### config.mk
export PLATFORM = sky130hd
export DESIGN_NAME = fifo_handoff_mutex
export DESIGN_NICKNAME = d
export VERILOG_FILES = /design/src/hdl/fhm_pkg.sv /design/src/hdl/fhm_dp.sv /design/src/hdl/fhm_ctrl.sv /design/src/hdl/fifo_handoff_mutex.sv
export SDC_FILE = /design/constraint.sdc
export NUM_CORES = 1
export LEC_CHECK = 0
export ABC_AREA = 1
export BUFFER_PORTS_ARGS = -buffer_cell sky130_fd_sc_hd__buf_2
export CAP_MARGIN = 30
export CORE_MARGIN = 4
export CORE_UTILIZATION = 60
export CTS_BUF_LIST = sky130_fd_sc_hd__clkbuf_4
export DETAILED_ROUTE_END_ITERATION = 10
export PLACE_DENSITY = 0.89
export SLEW_MARGIN = 5
export SYNTH_ARGS = -nofsm -noshare
export SYNTH_HDL_FRONTEND = slang
export SYNTH_SLANG_ARGS = --single-unit
### constraint.sdc
create_clock -name i_clk -period 4.9 [get_ports i_clk]
set_input_delay 0.98 -clock i_clk [delete_from_list [all_inputs] [get_ports i_clk]]
set_output_delay 0.98 -clock i_clk [all_outputs]
set_load 0.005 [all_outputs]
### src/hdl/fhm_pkg.sv
package fhm_pkg;

    typedef enum logic [1:0] {
        MODE_LOCK    = 2'd0,
        MODE_TRY     = 2'd1,
        MODE_UNLOCK  = 2'd2,
        MODE_TIMEOUT = 2'd3
    } t_mode;

    typedef enum logic [2:0] {
        ST_OK        = 3'd0,
        ST_QUEUED    = 3'd1,
        ST_BUSY      = 3'd2,
        ST_NOT_OWNER = 3'd3,
        ST_TIMEOUT   = 3'd4,
        ST_FULL      = 3'd5
    } t_status;

    // queue read address source
    typedef enum logic [1:0] {
        RD_HEAD = 2'd0,
        RD_SCAN = 2'd1,
        RD_NEXT = 2'd2
    } t_rd_sel;

    typedef struct packed {
        logic    load_req;
        logic    set_status;
        t_status status;
        logic    take_owner;
        logic    free_owner;
        logic    pop_head;
        logic    clr_idx;
        logic    inc_idx;
        logic    rd_en;
        t_rd_sel rd_sel;
        logic    wr_append;
        logic    wr_shift;
        logic    dec_count;
        logic    load_out;
    } t_dp_cmd;

    typedef struct packed {
        logic  tid_zero;
        t_mode mode;
        logic  owner_eq_tid;
        logic  owner_zero;
        logic  count_zero;
        logic  count_full;
        logic  idx_at_end;
        logic  idx_last;
        logic  hit;
    } t_dp_stat;

endpackage

### src/hdl/fhm_dp.sv
module fhm_dp
    import fhm_pkg::*;
#(
    parameter int MAX_WAITERS = 16,
    parameter int ID_BITS     = 8,
    parameter int CNT_W       = 5
) (
    input  logic               i_clk,
    input  logic               i_rst_n,
    input  logic [1:0]         i_mode,
    input  logic [ID_BITS-1:0] i_tid,
    input  t_dp_cmd            i_cmd,
    output t_dp_stat           o_stat,
    output logic [2:0]         o_status,
    output logic [ID_BITS-1:0] o_woken,
    output logic [ID_BITS-1:0] o_owner,
    output logic [CNT_W-1:0]   o_count,
    output logic               o_owns
);

    localparam int PTR_W = (MAX_WAITERS > 1) ? $clog2(MAX_WAITERS) : 1;
    localparam int SUM_W = CNT_W + 1;

    logic [ID_BITS-1:0] r_mem [MAX_WAITERS];
    logic [ID_BITS-1:0] r_rd_data;

    t_mode              r_mode;
    logic [ID_BITS-1:0] r_tid;
    logic [ID_BITS-1:0] r_owner;
    logic [ID_BITS-1:0] r_woken;
    logic [CNT_W-1:0]   r_count;
    logic [PTR_W-1:0]   r_head;
    logic [CNT_W-1:0]   r_idx;
    t_status            r_status;

    logic [ID_BITS-1:0] r_o_woken;
    logic [ID_BITS-1:0] r_o_owner;
    logic [CNT_W-1:0]   r_o_count;
    logic               r_o_owns;
    t_status            r_o_status;

    logic [CNT_W-1:0]   rd_off;
    logic [PTR_W-1:0]   rd_addr;
    logic [PTR_W-1:0]   wr_addr;
    logic [ID_BITS-1:0] wr_data;
    logic               wr_en;
    logic [SUM_W-1:0]   idx_p1;
    logic [PTR_W-1:0]   n_head;

    // physical slot of a logical queue position; head + offset stays below 2*MAX_WAITERS
    function automatic logic [PTR_W-1:0] slot(input logic [PTR_W-1:0] head,
                                              input logic [CNT_W-1:0] off);
        logic [SUM_W-1:0] sum;
        sum = SUM_W'(head) + SUM_W'(off);
        if (sum >= SUM_W'(MAX_WAITERS)) begin
            sum = sum - SUM_W'(MAX_WAITERS);
        end
        return sum[PTR_W-1:0];
    endfunction

    assign idx_p1 = SUM_W'(r_idx) + SUM_W'(1);

    always_comb begin
        unique case (i_cmd.rd_sel)
            RD_HEAD: rd_off = '0;
            RD_SCAN: rd_off = r_idx;
            RD_NEXT: rd_off = idx_p1[CNT_W-1:0];
            default: rd_off = '0;
        endcase
    end

    assign rd_addr = slot(r_head, rd_off);
    assign wr_en   = i_cmd.wr_append | i_cmd.wr_shift;
    assign wr_addr = slot(r_head, i_cmd.wr_append ? r_count : r_idx);
    assign wr_data = i_cmd.wr_append ? r_tid : r_rd_data;
    assign n_head  = (r_head == PTR_W'(MAX_WAITERS - 1)) ? '0 : r_head + PTR_W'(1);

    always_ff @(posedge i_clk) begin
        if (wr_en) begin
            r_mem[wr_addr] <= wr_data;
        end
        if (i_cmd.rd_en) begin
            r_rd_data <= r_mem[rd_addr];
        end
    end

    always_ff @(posedge i_clk) begin
        if (!i_rst_n) begin
            r_owner <= '0;
            r_count <= '0;
            r_head  <= '0;
            r_idx   <= '0;
        end else begin
            if (i_cmd.take_owner) begin
                r_owner <= r_tid;
            end else if (i_cmd.free_owner) begin
                r_owner <= '0;
            end else if (i_cmd.pop_head) begin
                r_owner <= r_rd_data;
            end
            if (i_cmd.pop_head) begin
                r_head <= n_head;
            end
            if (i_cmd.wr_append) begin
                r_count <= r_count + CNT_W'(1);
            end else if (i_cmd.pop_head || i_cmd.dec_count) begin
                r_count <= r_count - CNT_W'(1);
            end
            if (i_cmd.clr_idx) begin
                r_idx <= '0;
            end else if (i_cmd.inc_idx) begin
                r_idx <= idx_p1[CNT_W-1:0];
            end
        end
    end

    always_ff @(posedge i_clk) begin
        if (i_cmd.load_req) begin
            r_mode  <= t_mode'(i_mode);
            r_tid   <= i_tid;
            r_woken <= '0;
        end else if (i_cmd.pop_head) begin
            r_woken <= r_rd_data;
        end
        if (i_cmd.set_status) begin
            r_status <= i_cmd.status;
        end
        if (i_cmd.load_out) begin
            r_o_status <= r_status;
            r_o_woken  <= r_woken;
            r_o_owner  <= r_owner;
            r_o_count  <= r_count;
            r_o_owns   <= (r_tid != '0) && (r_owner == r_tid);
        end
    end

    assign o_stat.tid_zero     = (r_tid == '0);
    assign o_stat.mode         = r_mode;
    assign o_stat.owner_eq_tid = (r_owner == r_tid);
    assign o_stat.owner_zero   = (r_owner == '0);
    assign o_stat.count_zero   = (r_count == '0);
    assign o_stat.count_full   = (r_count == CNT_W'(MAX_WAITERS));
    assign o_stat.idx_at_end   = (r_idx == r_count);
    assign o_stat.idx_last     = (idx_p1 == SUM_W'(r_count));
    assign o_stat.hit          = (r_rd_data == r_tid);

    assign o_status = r_o_status;
    assign o_woken  = r_o_woken;
    assign o_owner  = r_o_owner;
    assign o_count  = r_o_count;
    assign o_owns   = r_o_owns;

`ifndef NO_ASSERTIONS
    a_count_bound: assert property (@(posedge i_clk) disable iff (!i_rst_n)
        r_count <= CNT_W'(MAX_WAITERS))
        else $error("waiter count above queue depth");

    a_free_no_waiters: assert property (@(posedge i_clk) disable iff (!i_rst_n)
        (r_owner == '0) |-> (r_count == '0))
        else $error("waiters queued on a free lock");

    a_idx_bound: assert property (@(posedge i_clk) disable iff (!i_rst_n)
        r_idx <= r_count)
        else $error("scan index past queue tail");

    a_append_not_full: assert property (@(posedge i_clk) disable iff (!i_rst_n)
        i_cmd.wr_append |-> (r_count < CNT_W'(MAX_WAITERS)) && (r_owner != '0))
        else $error("append into full queue or onto free lock");
`endif

endmodule

### src/hdl/fhm_ctrl.sv
module fhm_ctrl
    import fhm_pkg::*;
(
    input  logic     i_clk,
    input  logic     i_rst_n,
    input  logic     i_in_valid,
    output logic     o_in_ready,
    input  logic     i_out_ready,
    output logic     o_out_valid,
    input  t_dp_stat i_stat,
    output t_dp_cmd  o_cmd
);

    typedef enum logic [2:0] {
        S_IDLE,
        S_DECIDE,
        S_SCAN_RD,
        S_SCAN_CMP,
        S_SHIFT_RD,
        S_SHIFT_WR,
        S_POP,
        S_RESULT
    } t_state;

    t_state r_state;
    t_state n_state;
    logic   r_out_valid;

    always_comb begin
        o_cmd   = '0;
        n_state = r_state;
        unique case (r_state)
            S_IDLE: begin
                if (i_in_valid && i_rst_n) begin
                    o_cmd.load_req = 1'b1;
                    n_state        = S_DECIDE;
                end
            end
            S_DECIDE: begin
                o_cmd.clr_idx    = 1'b1;
                o_cmd.set_status = 1'b1;
                o_cmd.status     = ST_BUSY;
                n_state          = S_RESULT;
                if (!i_stat.tid_zero) begin
                    unique case (i_stat.mode)
                        MODE_LOCK: begin
                            if (i_stat.owner_eq_tid) begin
                                o_cmd.status = ST_BUSY;
                            end else if (i_stat.owner_zero) begin
                                o_cmd.take_owner = 1'b1;
                                o_cmd.status     = ST_OK;
                            end else begin
                                n_state = S_SCAN_RD;
                            end
                        end
                        MODE_TRY: begin
                            if (i_stat.owner_zero) begin
                                o_cmd.take_owner = 1'b1;
                                o_cmd.status     = ST_OK;
                            end
                        end
                        MODE_UNLOCK: begin
                            if (!i_stat.owner_eq_tid) begin
                                o_cmd.status = ST_NOT_OWNER;
                            end else if (i_stat.count_zero) begin
                                o_cmd.free_owner = 1'b1;
                                o_cmd.status     = ST_OK;
                            end else begin
                                o_cmd.rd_en  = 1'b1;
                                o_cmd.rd_sel = RD_HEAD;
                                n_state      = S_POP;
                            end
                        end
                        MODE_TIMEOUT: begin
                            n_state = S_SCAN_RD;
                        end
                        default: begin
                            n_state = S_RESULT;
                        end
                    endcase
                end
            end
            S_SCAN_RD: begin
                if (i_stat.idx_at_end) begin
                    // task not in queue
                    o_cmd.set_status = 1'b1;
                    n_state          = S_RESULT;
                    if (i_stat.mode == MODE_LOCK) begin
                        if (i_stat.count_full) begin
                            o_cmd.status = ST_FULL;
                        end else begin
                            o_cmd.wr_append = 1'b1;
                            o_cmd.status    = ST_QUEUED;
                        end
                    end else begin
                        o_cmd.status = i_stat.owner_eq_tid ? ST_OK : ST_TIMEOUT;
                    end
                end else begin
                    o_cmd.rd_en  = 1'b1;
                    o_cmd.rd_sel = RD_SCAN;
                    n_state      = S_SCAN_CMP;
                end
            end
            S_SCAN_CMP: begin
                if (i_stat.hit) begin
                    if (i_stat.mode == MODE_LOCK) begin
                        o_cmd.set_status = 1'b1;
                        o_cmd.status     = ST_QUEUED;
                        n_state          = S_RESULT;
                    end else begin
                        n_state = S_SHIFT_RD;
                    end
                end else begin
                    o_cmd.inc_idx = 1'b1;
                    n_state       = S_SCAN_RD;
                end
            end
            S_SHIFT_RD: begin
                if (i_stat.idx_last) begin
                    o_cmd.dec_count  = 1'b1;
                    o_cmd.set_status = 1'b1;
                    o_cmd.status     = ST_TIMEOUT;
                    n_state          = S_RESULT;
                end else begin
                    o_cmd.rd_en  = 1'b1;
                    o_cmd.rd_sel = RD_NEXT;
                    n_state      = S_SHIFT_WR;
                end
            end
            S_SHIFT_WR: begin
                o_cmd.wr_shift = 1'b1;
                o_cmd.inc_idx  = 1'b1;
                n_state        = S_SHIFT_RD;
            end
            S_POP: begin
                o_cmd.pop_head   = 1'b1;
                o_cmd.set_status = 1'b1;
                o_cmd.status     = ST_OK;
                n_state          = S_RESULT;
            end
            S_RESULT: begin
                if (!r_out_valid || i_out_ready) begin
                    o_cmd.load_out = 1'b1;
                    n_state        = S_IDLE;
                end
            end
            default: begin
                n_state = S_IDLE;
            end
        endcase
    end

    always_ff @(posedge i_clk) begin
        if (!i_rst_n) begin
            r_state     <= S_IDLE;
            r_out_valid <= 1'b0;
        end else begin
            r_state <= n_state;
            if (o_cmd.load_out) begin
                r_out_valid <= 1'b1;
            end else if (i_out_ready) begin
                r_out_valid <= 1'b0;
            end
        end
    end

    // no beat is taken while reset is held
    assign o_in_ready  = (r_state == S_IDLE) && i_rst_n;
    assign o_out_valid = r_out_valid;

`ifndef NO_ASSERTIONS
    a_accept_decides: assert property (@(posedge i_clk) disable iff (!i_rst_n)
        (i_in_valid && o_in_ready) |=> (r_state == S_DECIDE))
        else $error("accepted beat not decoded");

    a_load_slot_free: assert property (@(posedge i_clk) disable iff (!i_rst_n)
        o_cmd.load_out |-> (!r_out_valid || i_out_ready))
        else $error("result overwrites an untaken beat");

    a_result_held: assert property (@(posedge i_clk) disable iff (!i_rst_n)
        (r_out_valid && !i_out_ready) |=> r_out_valid)
        else $error("result beat dropped before taken");
`endif

endmodule

### src/hdl/fifo_handoff_mutex.sv
// Hardware lock with a FIFO wait queue. Each s_axis beat is one request
// (tuser = mode, tdata = task id) and yields exactly one m_axis beat. Trylock,
// unlock, and lock of a free or self-owned lock are decided straight from the
// owner and count flags. Unlock with waiters reads the head of the queue memory
// and hands the lock to it. Lock of a held lock and timeout scan the queue with
// a read and a compare per queued entry, plus one end check at the tail, since
// the queue is a single-write, single-read memory with a registered read port.
// A timeout that removes a waiter then moves each later entry forward by a
// read and a write. One request is in work at a time; the next beat is taken
// once the result sits in the output register, even if it is not yet taken.
module fifo_handoff_mutex
    import fhm_pkg::*;
#(
    parameter int MAX_WAITERS = 16,
    parameter int ID_BITS     = 8
) (
    input  logic                  i_clk,
    input  logic                  i_rst_n,
    input  logic                  s_axis_tvalid,
    output logic                  s_axis_tready,
    input  logic [((ID_BITS + 7) / 8) * 8 - 1:0] s_axis_tdata,   // task_id
    input  logic [1:0]            s_axis_tuser,   // mode
    output logic                  m_axis_tvalid,
    input  logic                  m_axis_tready,
    // woken_task, current_owner, waiting_count, requester_owns
    output logic [((2 * ID_BITS + $clog2(MAX_WAITERS + 1) + 8) / 8) * 8 - 1:0] m_axis_tdata,
    output logic [2:0]            m_axis_tuser    // status
);

    localparam int CNT_W    = $clog2(MAX_WAITERS + 1);
    localparam int M_BITS   = 2 * ID_BITS + CNT_W + 1;
    localparam int M_DATA_W = ((M_BITS + 7) / 8) * 8;

    t_dp_cmd            cmd;
    t_dp_stat           stat;
    logic [ID_BITS-1:0] woken;
    logic [ID_BITS-1:0] owner;
    logic [CNT_W-1:0]   count;
    logic               owns;

    fhm_ctrl u_ctrl (
        .i_clk       (i_clk),
        .i_rst_n     (i_rst_n),
        .i_in_valid  (s_axis_tvalid),
        .o_in_ready  (s_axis_tready),
        .i_out_ready (m_axis_tready),
        .o_out_valid (m_axis_tvalid),
        .i_stat      (stat),
        .o_cmd       (cmd)
    );

    fhm_dp #(
        .MAX_WAITERS (MAX_WAITERS),
        .ID_BITS     (ID_BITS),
        .CNT_W       (CNT_W)
    ) u_dp (
        .i_clk    (i_clk),
        .i_rst_n  (i_rst_n),
        .i_mode   (s_axis_tuser),
        .i_tid    (s_axis_tdata[ID_BITS-1:0]),
        .i_cmd    (cmd),
        .o_stat   (stat),
        .o_status (m_axis_tuser),
        .o_woken  (woken),
        .o_owner  (owner),
        .o_count  (count),
        .o_owns   (owns)
    );

    assign m_axis_tdata = M_DATA_W'({owns, count, owner, woken});

endmodule
# Word-level counts from Yosys, hierarchy flattened
# Memory sizes are Yosys's and may differ from the RTL's. A register that Yosys moved wholly into a read port is not among the register bits.
# Index checks and enable logic that the tools add are counted.
word_totals:
  elab_cells: 135
  input_bits: 14
  reg_bits: 72
  ram_bits: 128
  mem_count: 1
op_classes:
  bitwise: 2
  n_lt_le_gt_ge: 2
  n_eq_ne: 20
  reduce_logical: 17
  n_mux: 70
  addsub: 8
mem_list:
  columns: ["name", "words", "word_bits", "rd", "rd_ports_with_merged_regs", "wr", "line_no", "rtl"]
  rows:
  - ["u_dp.r_mem", 16, 8, 1, 1, 1, "fhm_dp.sv:24", "logic [ID_BITS-1:0] r_mem [MAX_WAITERS];"]
ops:
  columns: ["cell", "count"]
  rows:
  - ["3-bit 2-to-1 mux", 19]
  - ["8-bit 2-to-1 mux", 4]
  - ["4-bit 2-to-1 mux", 7]
  - ["3-bit case mux with 3 select lines", 3]
  - ["1-bit 2-to-1 mux", 24]
  - ["3-bit case mux with 8 select lines", 1]
  - ["5-bit 2-to-1 mux", 4]
  - ["4-bit case mux with 5 select lines", 1]
  - ["8-bit == test", 2]
  - ["8-bit logical NOT", 2]
  - ["4-bit by 5-bit adder with 6-bit output", 2]
  - ["3-bit == test (second input constant)", 4]
  - ["6-bit by 5-bit greater-or-equal comparator with 1-bit output (second input constant)", 2]
  - ["5-bit case mux with 2 select lines", 1]
  - ["2-bit 2-to-1 mux", 4]
  - ["8-bit nonzero test", 1]
  - ["4-bit by 1-bit subtractor with 4-bit output (second input constant)", 2]
  - ["5-bit by 1-bit adder with 6-bit output (second input constant)", 1]
  - ["2-bit == test (second input constant)", 3]
  - ["3-bit by 2-bit == test with 1-bit output (second input constant)", 2]
  - ["6-bit by 5-bit == test with 1-bit output", 1]
  - ["5-bit by 1-bit adder with 5-bit output (second input constant)", 1]
  - ["5-bit == test", 1]
  - ["5-bit == test (second input constant)", 1]
  - ["19 further kinds", 26]

# Logic depth before layout (Yosys ltp)
# Gate-level depths: netlist (run 1).
depth:
  word_depth: 11
  mapped_depth: 23
  mapped_depth_nobuf: 21

# Modules after synthesis
# From an unflattened synthesis (run 1), not the netlist that was laid out.
unflattened:
  cells_unflattened: 904
  area_unflattened_um2: 9352.7
by_module_without_submodules:
  columns: ["mod", "area_per_inst_um2", "instances", "cells_each"]
  rows:
  - ["fhm_dp", 8834.7, 1, 807]
  - ["fhm_ctrl", 491.7, 1, 93]
  - ["fifo_handoff_mutex", 26.3, 1, 4]

# Least setup slack after synthesis (run 1)
# Ideal clock, no wire load.
synth_path:
  kind: "reg2reg"
  start: "register u_dp.r_idx[0]"
  end: "register u_dp.r_rd_data[5], read port of u_dp.r_mem, data pin"
  t_arrival_ns: 3.413
  stages_incl_launch_ff: 21
  synth_period_minus_slack_ns: 3.555
  setup_ns: 0.142
  required_ns: 4.758
  slack_ns: 1.345
  cell_sequence: "dfxtp_1 ha_1 nand2_1 nand2_1 xor2_1 nor2_1 and2_1 or2_1 ha_1 nand2_1 o21ai_0 ha_1 fa_1 buf_2 clkbuf_1 o21ai_0 o32ai_1 inv_1 o21ai_0 inv_1 o21ai_2"
synth_between:
  elab_chain_len: 9
  elab_cells_between_ends: 13
  cone_classes: "add/sub (3); order compare (1); eq/ne (4); mux (5)"
synth_lines:
  columns: ["item", "line_no", "rtl"]
  rows:
  - ["from (decl)", "fhm_dp.sv:33", "logic [CNT_W-1:0] r_idx;"]
  - ["from (signal assigned)", "fhm_dp.sv:112", "r_idx <= idx_p1[CNT_W-1:0];"]
  - ["5-bit by 1-bit adder with 6-bit output", "fhm_dp.sv:61", "assign idx_p1 = SUM_W'(r_idx) + SUM_W'(1);"]
  - ["6-bit by 5-bit == test with 1-bit output", "fhm_dp.sv:144", "assign o_stat.idx_last = (idx_p1 == SUM_W'(r_count));"]
  - ["3-bit 2-to-1 mux", "fhm_ctrl.sv:119", "if (i_stat.idx_last) begin"]
  - ["3-bit case mux with 3 select lines", "fhm_ctrl.sv:32", "unique case (r_state)"]
  - ["2-bit == test / 2-bit by 1-bit == test with 1-bit output (equally long branches)", "fhm_dp.sv:64", "unique case (i_cmd.rd_sel)"]
  - ["5-bit case mux with 2 select lines", "fhm_dp.sv:64", null]
  - ["4-bit by 5-bit adder with 6-bit output", "fhm_dp.sv:54", "sum = SUM_W'(head) + SUM_W'(off);"]
  - ["6-bit by 5-bit greater-or-equal comparator with 1-bit output / 4-bit by 1-bit subtractor with 4-bit output (equally long branches)", "fhm_dp.sv:55, fhm_dp.sv:56", null]
  - ["4-bit 2-to-1 mux", "fhm_dp.sv:55", "if (sum >= SUM_W'(MAX_WAITERS)) begin"]
  - ["to (decl)", "fhm_dp.sv:25", "logic [ID_BITS-1:0] r_rd_data;"]
# Several ways; a longest one is shown, not always the timed one.
# A chain may end at the register's enable or synchronous reset.

# Final worst setup path (run 1)
layout_path:
  start: "register u_dp.r_idx[0]"
  end: "register u_dp.r_rd_data[2], read port of u_dp.r_mem, data pin"
# The elaborated chain is that of the path after synthesis.

==> out/summary.txt, run 1 <==
Multiplexer area fraction after synthesis: 0%
Req. time, crit path: 5.40 ns
Power per Cell Area: 511 nW/um^2
Worst skew pair latency: 0.68 ns
Worst-case clock skew: 0.0414 ns
Hold Path Class: reg2reg
DIE HEIGHT: 133 um
Post-synth top area share: 55.5%
TritonCTS clock tree: done
Maximum vdd drop: 345 uV
WHS: 0.416 ns
Proportion of layout cells with a drive suffix above 1: 15.6%
Relative slew slack: 29.3%
Count leader, synth: edfxtp_1
Layout Cells excl Fill: 1,250
Total CTS buffers: 49
Max-capacitance violation count: 0
Nets@finish: 1,031
Period utilization: 91.0%
Worst-Margin Slew: 1.06 ns
Vias: 6,975
Most common flop cell mapped by yosys: edfxtp_1
Initial Util: 61.5%
DRT iter0 DRCs: 858
DP HPWL: 13,800 um
I/O Buffers: 40
Net Sw Power: 0.00193 W
Die area: 17,800 sq um
Asr flop ratio synth: 0%
Cell taking the most area after synthesis: edfxtp_1
Area Growth Syn to Fin: 11.5%
Yosys cell types: 41
RSZ-0062 raised after global routing: false
XOR/XNOR Fraction of Synth Area: 1.86%
Post-Synthesis Cells: 928
CTS Hold Bufs: 0
Synth Area in Compound Gates: 9.52%
Crit end category: flop
Switching Share: 36.0%
Outcome: complete, no violations
Int Pwr: 0.00344 W
Number of global-route vias before repair: 6,793
Clk pwr share: 24.8%
Ys Warns: 0
Final hold vios: 0
Setup TNS: 0 ns
CP Cell Sequence: ha_1 -> inv_1 -> nand2_1 -> nand2_1 -> xor2_1 -> nor2_1 -> and2_1 -> or2_1 -> inv_1 -> ha_1 -> inv_1 -> o21ai_0 -> ha_1 -> fa_4 -> buf_16 -> o32ai_1 -> inv_1 -> o21ai_0 -> nand2_1 -> o21ai_0
CP max FO: 27
Reg power frac: 44.8%
Inserted Diodes: 0
Sequential Area: 5910 sq um
Largest net degree at the start of global routing: 52
Footprint of the multi-input gates: 2990 sq um
Max stage delay on crit path: 0.80 ns
CTS H-tree lvls: 2
Adder-Cell Fraction of Synth Area: 2.36%
Syn Area/Cell: 10.2 sq um
CTS Sinks: 208
Crit path arrival time: 4.96 ns
Final ANT Viol Nets: 0
Initial antenna violation count: 0
Post-synth EDFFs: 174
Die width: 133 um
Largest family of logic cells by synthesized area: simple AND/OR/NAND/NOR gates
Simple-Gate Fraction of Synth Area: 17.6%
Slowest stage cell, crit path: fa_4
Final setup violation count: 0
IO Pins: 43
CTS Buffer Depth: 3
Post-Place Cells: 1,159
Synthesized cell area: 9420 sq um
Top cells by area, synth: edfxtp_1 (55%), dfxtp_1 (7.2%), nor2_1 (6.9%)
Max Clk Rate: 224 MHz
CTS clk-pin slew, worst paths: 0.07 ns
Slew Limit Fails: 0
Flops & latches, synth: 208
Sequential area share after synthesis: 62.7%
GRT Residual Overflow: 0
GRT Overall Usage: 23.4%
Total routed wirelength: 20,900 um
Routed len/inst: 16.7 um
Combinational power share: 30.4%
Most frequent cells after synthesis: edfxtp_1 (174), nor2_1 (172), nand2_1 (167)
Fill count: 1,138
Core box area: 15,300 sq um
Worst Setup Start Kind: flop
Placer Congestion: 0.866
Cell Rows: 45
Critical path class: reg2reg
DRT Pass-1 Iters: 5
Vias/cell: 5.58
Pleak: 4.14 nW
First-pass GRT wire length: 33,100 um
Clock Root Buffer: clkbuf_4
Min Tclk post-route: 4.46 ns
Critical Path Most Common Cell: inv_1
DRC: 0
[cells by family after synthesis]
family,Yosys count
compound gates,149
xor+xnor,17
fa+ha+maj,16
buf+inv,137
flops,208
other cells,1
simple gates,400
[worst max-delay path, delay by kind of cell (launching register included)]
family          cells  cell delay (ns)
compound gates      4             0.93
xor+xnor            1             0.14
fa+ha+maj           4             1.50
buf+inv             5             0.55
flops               1             0.49
simple gates        6             0.69
[cell usage in the layout, fill, tap and decap left out, drive strengths merged, types with 2 or more instances in the layout]
cell type | Yosys | final
buf | 15 | 58
ha | 13 | 13
nor2 | 176 | 176
o32ai | 32 | 32
or2 | 4 | 4
xor2 | 16 | 16
a211oi | 2 | 2
conb | 1 | 2
nand4 | 11 | 11
inv | 99 | 101
a21oi | 26 | 26
fa | 3 | 3
clkinv | 1 | 18
edfxtp | 174 | 174
o21a | 2 | 2
nand3 | 36 | 36
o21ai | 83 | 83
clkbuf | 22 | 69
nor3 | 2 | 2
nand2 | 170 | 170
dfxtp | 34 | 34
[flip-flops by register name, indices dropped and copies added, names as in the netlist, 3 cells and up]
signal and flops:
u_dp.r_idx 5, u_dp.r_head 4, u_ctrl.r_state 3, u_dp.o_status 3
u_dp.r_owner 8, u_dp.r_woken 8, u_dp.r_status 3, u_dp.o_count 5
u_dp.o_owner 8, u_dp.r_count 5, u_dp.r_rd_data 8, u_dp.r_mem 128
u_dp.r_tid 8, u_dp.o_woken 8
[per-layer routing]
layer | share of wire (%) | global-route usage (%) | up-vias
met5 | 0 | 0 | -
met4 | 2.9 | 9.89 | 0
met3 | 8.4 | 4.42 | 46
met2 | 49 | 39.4 | 357
met1 | 40 | 29.9 | 3239
li1 | - | - | 3333
[final timing paths]
kind                    start  cells past startpoint           endpoint  slack [ns]
max reg2reg     u_dp.r_idx[0]                     20  u_dp.r_rd_data[2]        0.44
min reg2reg  u_dp.r_status[0]                      0   u_dp.o_status[0]        0.42
max             u_dp.r_idx[0]                     20  u_dp.r_rd_data[2]        0.44
min          u_dp.r_status[0]                      0   u_dp.o_status[0]        0.42
[what timing repair did]
action                                  4_1_cts  5_1_grt
buffers inserted                              0        1
gates resized for setup                       0        1
endpoints found under the setup margin        0        6
[final cells by class]
cell class              count  share of cell area [%]
well taps                 211                    2.51
inverters                 100                    3.57
clock inverters            20                   0.834
flip-flops and latches    208                    56.2
clock buffers              69                    4.93
repair buffers             58                    3.49
multi-input cells         584                    28.4
[power by group through the flow]
stage / combinational [W] / sequential, W / clock [W]
3_3_place_gp: 0.00150 / 0.00243 / 0
5_1_grt: 0.00183 / 0.00242 / 0.00146
3_5_place_dp: 0.00159 / 0.00244 / 0
4_1_cts: 0.00159 / 0.00240 / 0.00135
2_1_floorplan: 0.00115 / 0.00238 / 0
6_report: 0.00163 / 0.00240 / 0.00133
[metrics by stage]
step | setup slack [ns] | total power (W) | utilization [%] | area (sq um)
after CTS | 0.311 | 0.00535 | 68.3 | 10500
after global routing | 0.0851 | 0.00571 | 68.6 | 10500
after detailed placement | 0.335 | 0.00402 | 64.4 | 9860
final | 0.441 | 0.00537 | 68.6 | 10500
after floorplan | 1.34 | 0.00353 | - | 9430
after global placement | 0.577 | 0.00393 | 64.1 | 9820
No activity file was read; power rests on OpenSTA's default activity.
==> run 2, diff against run 1 <==
- SLEW_MARGIN: 5 -> default
- clock period: 4.9 -> 5.2 ns (I/O delays scaled with it)
==> run 2 against run 1 <==
Die area unchanged; sequential cell count stayed put; global-route usage grew 0.40 points; sequential share of layout area about the same; cell count fell by 0.16%; sequential power shrank 6%; critical path type unchanged; clock skew shrank 0.017 ns.
==> out/summary.txt, run 2 (synthesis results as in run 1) <==
Outcome: complete, no violations
Reg-to-Reg End: u_dp.r_rd_data[7]
Worst-case clock skew: 0.0245 ns (-0.0169 ns)
Maximum vdd drop: 280 uV (-19%)
Worst setup margin: 0.598 ns (+0.157 ns)
DRC: 0 (unchanged)
Met3 wire length: 2080 um (+18%)
Reg power frac: 44.4% (-0.4 points)
GRT Overall Usage: 23.8% (+0.40 points)
Relative slew slack: 34.6% (+5.2 points)
Number of global-route vias before repair: 6,766 (-0.40%)
Metal-1 WL: 8270 um (-0.42%)
First-pass GRT wire length: 33,800 um (+1.9%)
Die area: 17,800 sq um (unchanged)
Vias: 6,985 (+0.14%)
Combinational power share: 30.0% (-0.4 points)
GRT Residual Overflow: 0 (unchanged)
CP max FO: 35 (+30%)
Worst Setup Start Kind: flop
Total routed wirelength: 21,000 um (+0.76%)
Critical Path Stages: 19 (-5.0%)
Clock Root Buffer: clkbuf_4
Top Metal Used: met4
Cell Rows: 45 (unchanged)
Setup TNS: 0 ns (unchanged)
Net Sw Power: 0.00182 W (-5.8%)
DRT Pass-1 Iters: 6 (+1)
Max stage delay on crit path: 1.00 ns (+0.20 ns)
CTS Buffer Depth: 3 (unchanged)
R2r setup slk: 0.60 ns (+0.16 ns)
DIE HEIGHT: 133 um (unchanged)
Req. time, crit path: 5.68 ns (+0.28 ns)
Vias/cell: 5.60 (+0.30%)
Worst-Margin Slew: 0.980 ns (-0.0764 ns)
CTS H-tree lvls: 2 (unchanged)
Initial Util: 61.5% (unchanged)
Max-capacitance violation count: 0 (unchanged)
Area Growth Syn to Fin: 11.4% (about the same)
Period utilization: 88.5% (-2.5 points)
Routed len/inst: 16.8 um (+0.92%)
DRT iter0 DRCs: 894 (+4.2%)
Leading cell type in the layout, fill and taps excluded: edfxtp_1
Placer Congestion: 0.929 (+7.3%)
Final Util: 68.6% (about the same)
TritonCTS clock tree: done
Total CTS buffers: 49 (unchanged)
Max Clk Rate: 217 MHz (-3.1%)
Proportion of layout cells with a drive suffix above 1: 15.6% (+0.045 points)
Pleak: 4.14 nW (about the same)
DP HPWL: 13,700 um (-0.15%)
Power per Cell Area: 486 nW/um^2 (-4.9%)
CTS clk-pin slew, worst paths: 0.07 ns (about the same)
Clk pwr share: 25.6% (+0.8 points)
CP Cell Sequence: ha_1 -> inv_1 -> nand2_1 -> nand2_1 -> xor2_1 -> nor2_1 -> and2_1 -> or2_1 -> ha_1 -> nand2_1 -> o21ai_0 -> ha_1 -> fa_2 -> o21ai_0 -> o32ai_1 -> inv_1 -> o21ai_0 -> nand2_1 -> o21ai_0
Commonest cells after routing, fill and taps aside: edfxtp_1 (174), nor2_1 (171), nand2_1 (167), inv_1 (93), o21ai_0 (71)
Crit path arrival time: 5.09 ns (+0.13 ns)
Met2 WL: 10,100 um (-0.71%)
CP bufs+invs: 2 (-3)
Dpl ws: 0.790 ns (+0.454 ns)
Reg with most FFs: u_dp.r_mem
R2r worst-path depth: 19 (-5.0%)
Switching Share: 35.7% (-0.31 points)
Min Tclk post-route: 4.60 ns (+0.143 ns)
Worst R2R Start: u_dp.r_idx[0]
Final setup violation count: 0 (unchanged)
Max reg flops: 128 (unchanged)
Largest net degree at the start of global routing: 65 (+25%)
IO Pins: 43 (unchanged)
Worst Setup EP: u_dp.r_rd_data[7]
CTS-repair resized insts: 0 (unchanged)
I/O Buffers: 40 (unchanged)
Core box area: 15,300 sq um (unchanged)
Crit path max-delay family: adder cells
Critical path class: reg2reg
Worst skew pair latency: 0.65 ns (-0.03 ns)
CTS Sinks: 208 (unchanged)
RSZ-0062 raised after global routing: false
Initial antenna violation count: 1 (+1)
Hold Path Class: reg2reg
Setup repair bufs after CTS: 0 (unchanged)
Final hold vios: 0 (unchanged)
Nets@finish: 1,029 (-0.19%)
Final ANT Viol Nets: 0 (unchanged)
CTS Hold Bufs: 0 (unchanged)
Setup crit start: u_dp.r_idx[0]
Crit end category: flop
Slowest stage cell, crit path: fa_2
Die width: 133 um (unchanged)
Int Pwr: 0.00328 W (-4.5%)
Slew Limit Fails: 0 (unchanged)
run 2: changes by cell type in the layout (fill, tap and decap cells not counted), sizes merged:
cell	before	now
diode	0	1
buf	58	56
bufinv	0	1
clkinv	18	15
clkbuf	69	70
run 2: area by class of cell:
| class | instances | area (sq um) |
|---|---|---|
| multi-input cells | 584 | 2980 |
| clock buffers | 70 | 526 |
| well taps | 211 | 264 |
| repair buffers | 56 | 340 |
| clock inverters | 18 | 106 |
| inverters | 100 | 375 |
| fillers | 1102 | 4810 |
| flip-flops and latches | 208 | 5910 |
| diodes | 1 | 2.50 |
run 2: worst min-delay path by stage:
stage	to	from	cells past startpoint	slack (ns)
6_report	u_dp.o_status[1]	u_dp.r_status[1]	0	0.42
5_1_grt	u_dp.o_status[1]	u_dp.r_status[1]	0	0.44
4_1_cts	u_dp.o_status[1]	u_dp.r_status[1]	0	0.42
3_5_place_dp	u_dp.o_status[1]	u_dp.r_status[1]	0	0.41
3_3_place_gp	u_dp.o_status[0]	u_dp.r_status[0]	0	0.40
2_1_floorplan	u_dp.o_status[0]	u_dp.r_status[0]	0	0.40
run 2: worst reg2reg max path, cell delays in order, from the launching register on:
cell,delay [ns]
dfxtp_1,0.50
ha_1,0.25
inv_1,0.06
nand2_1,0.09
nand2_1,0.08
xor2_1,0.16
nor2_1,0.09
and2_1,0.13
or2_1,0.25
ha_1,0.26
nand2_1,0.08
o21ai_0,0.10
ha_1,0.26
fa_2,1.00
o21ai_0,0.20
o32ai_1,0.15
inv_1,0.10
o21ai_0,0.44
nand2_1,0.13
o21ai_0,0.10
run 2: power groups by stage:
stage / logic (W) / registers, W / clock network (W)
6_report: 0.00153 / 0.00226 / 0.00131
5_1_grt: 0.00171 / 0.00228 / 0.00142
4_1_cts: 0.00150 / 0.00226 / 0.00132
3_5_place_dp: 0.00149 / 0.00229 / 0
3_3_place_gp: 0.00141 / 0.00229 / 0
2_1_floorplan: 0.00108 / 0.00224 / 0
run 2: metal layers:
metal	global-route usage, %	up-vias
li1	-	3318
met1	31.1	3211
met2	39.2	406
met3	5.21	50
met4	9.26	0
met5	0	-
run 2: per-stage QoR:
stage	cells	cell area (sq um)	total power (W)	hold slack (ns)
finish	1248	10500	0.00510	0.417
global placement	1152	9810	0.00370	0.401
CTS	1247	10500	0.00508	0.420
detailed placement	1159	9870	0.00378	0.406
global route	1248	10500	0.00541	0.435
floorplan	929	9430	0.00333	0.400
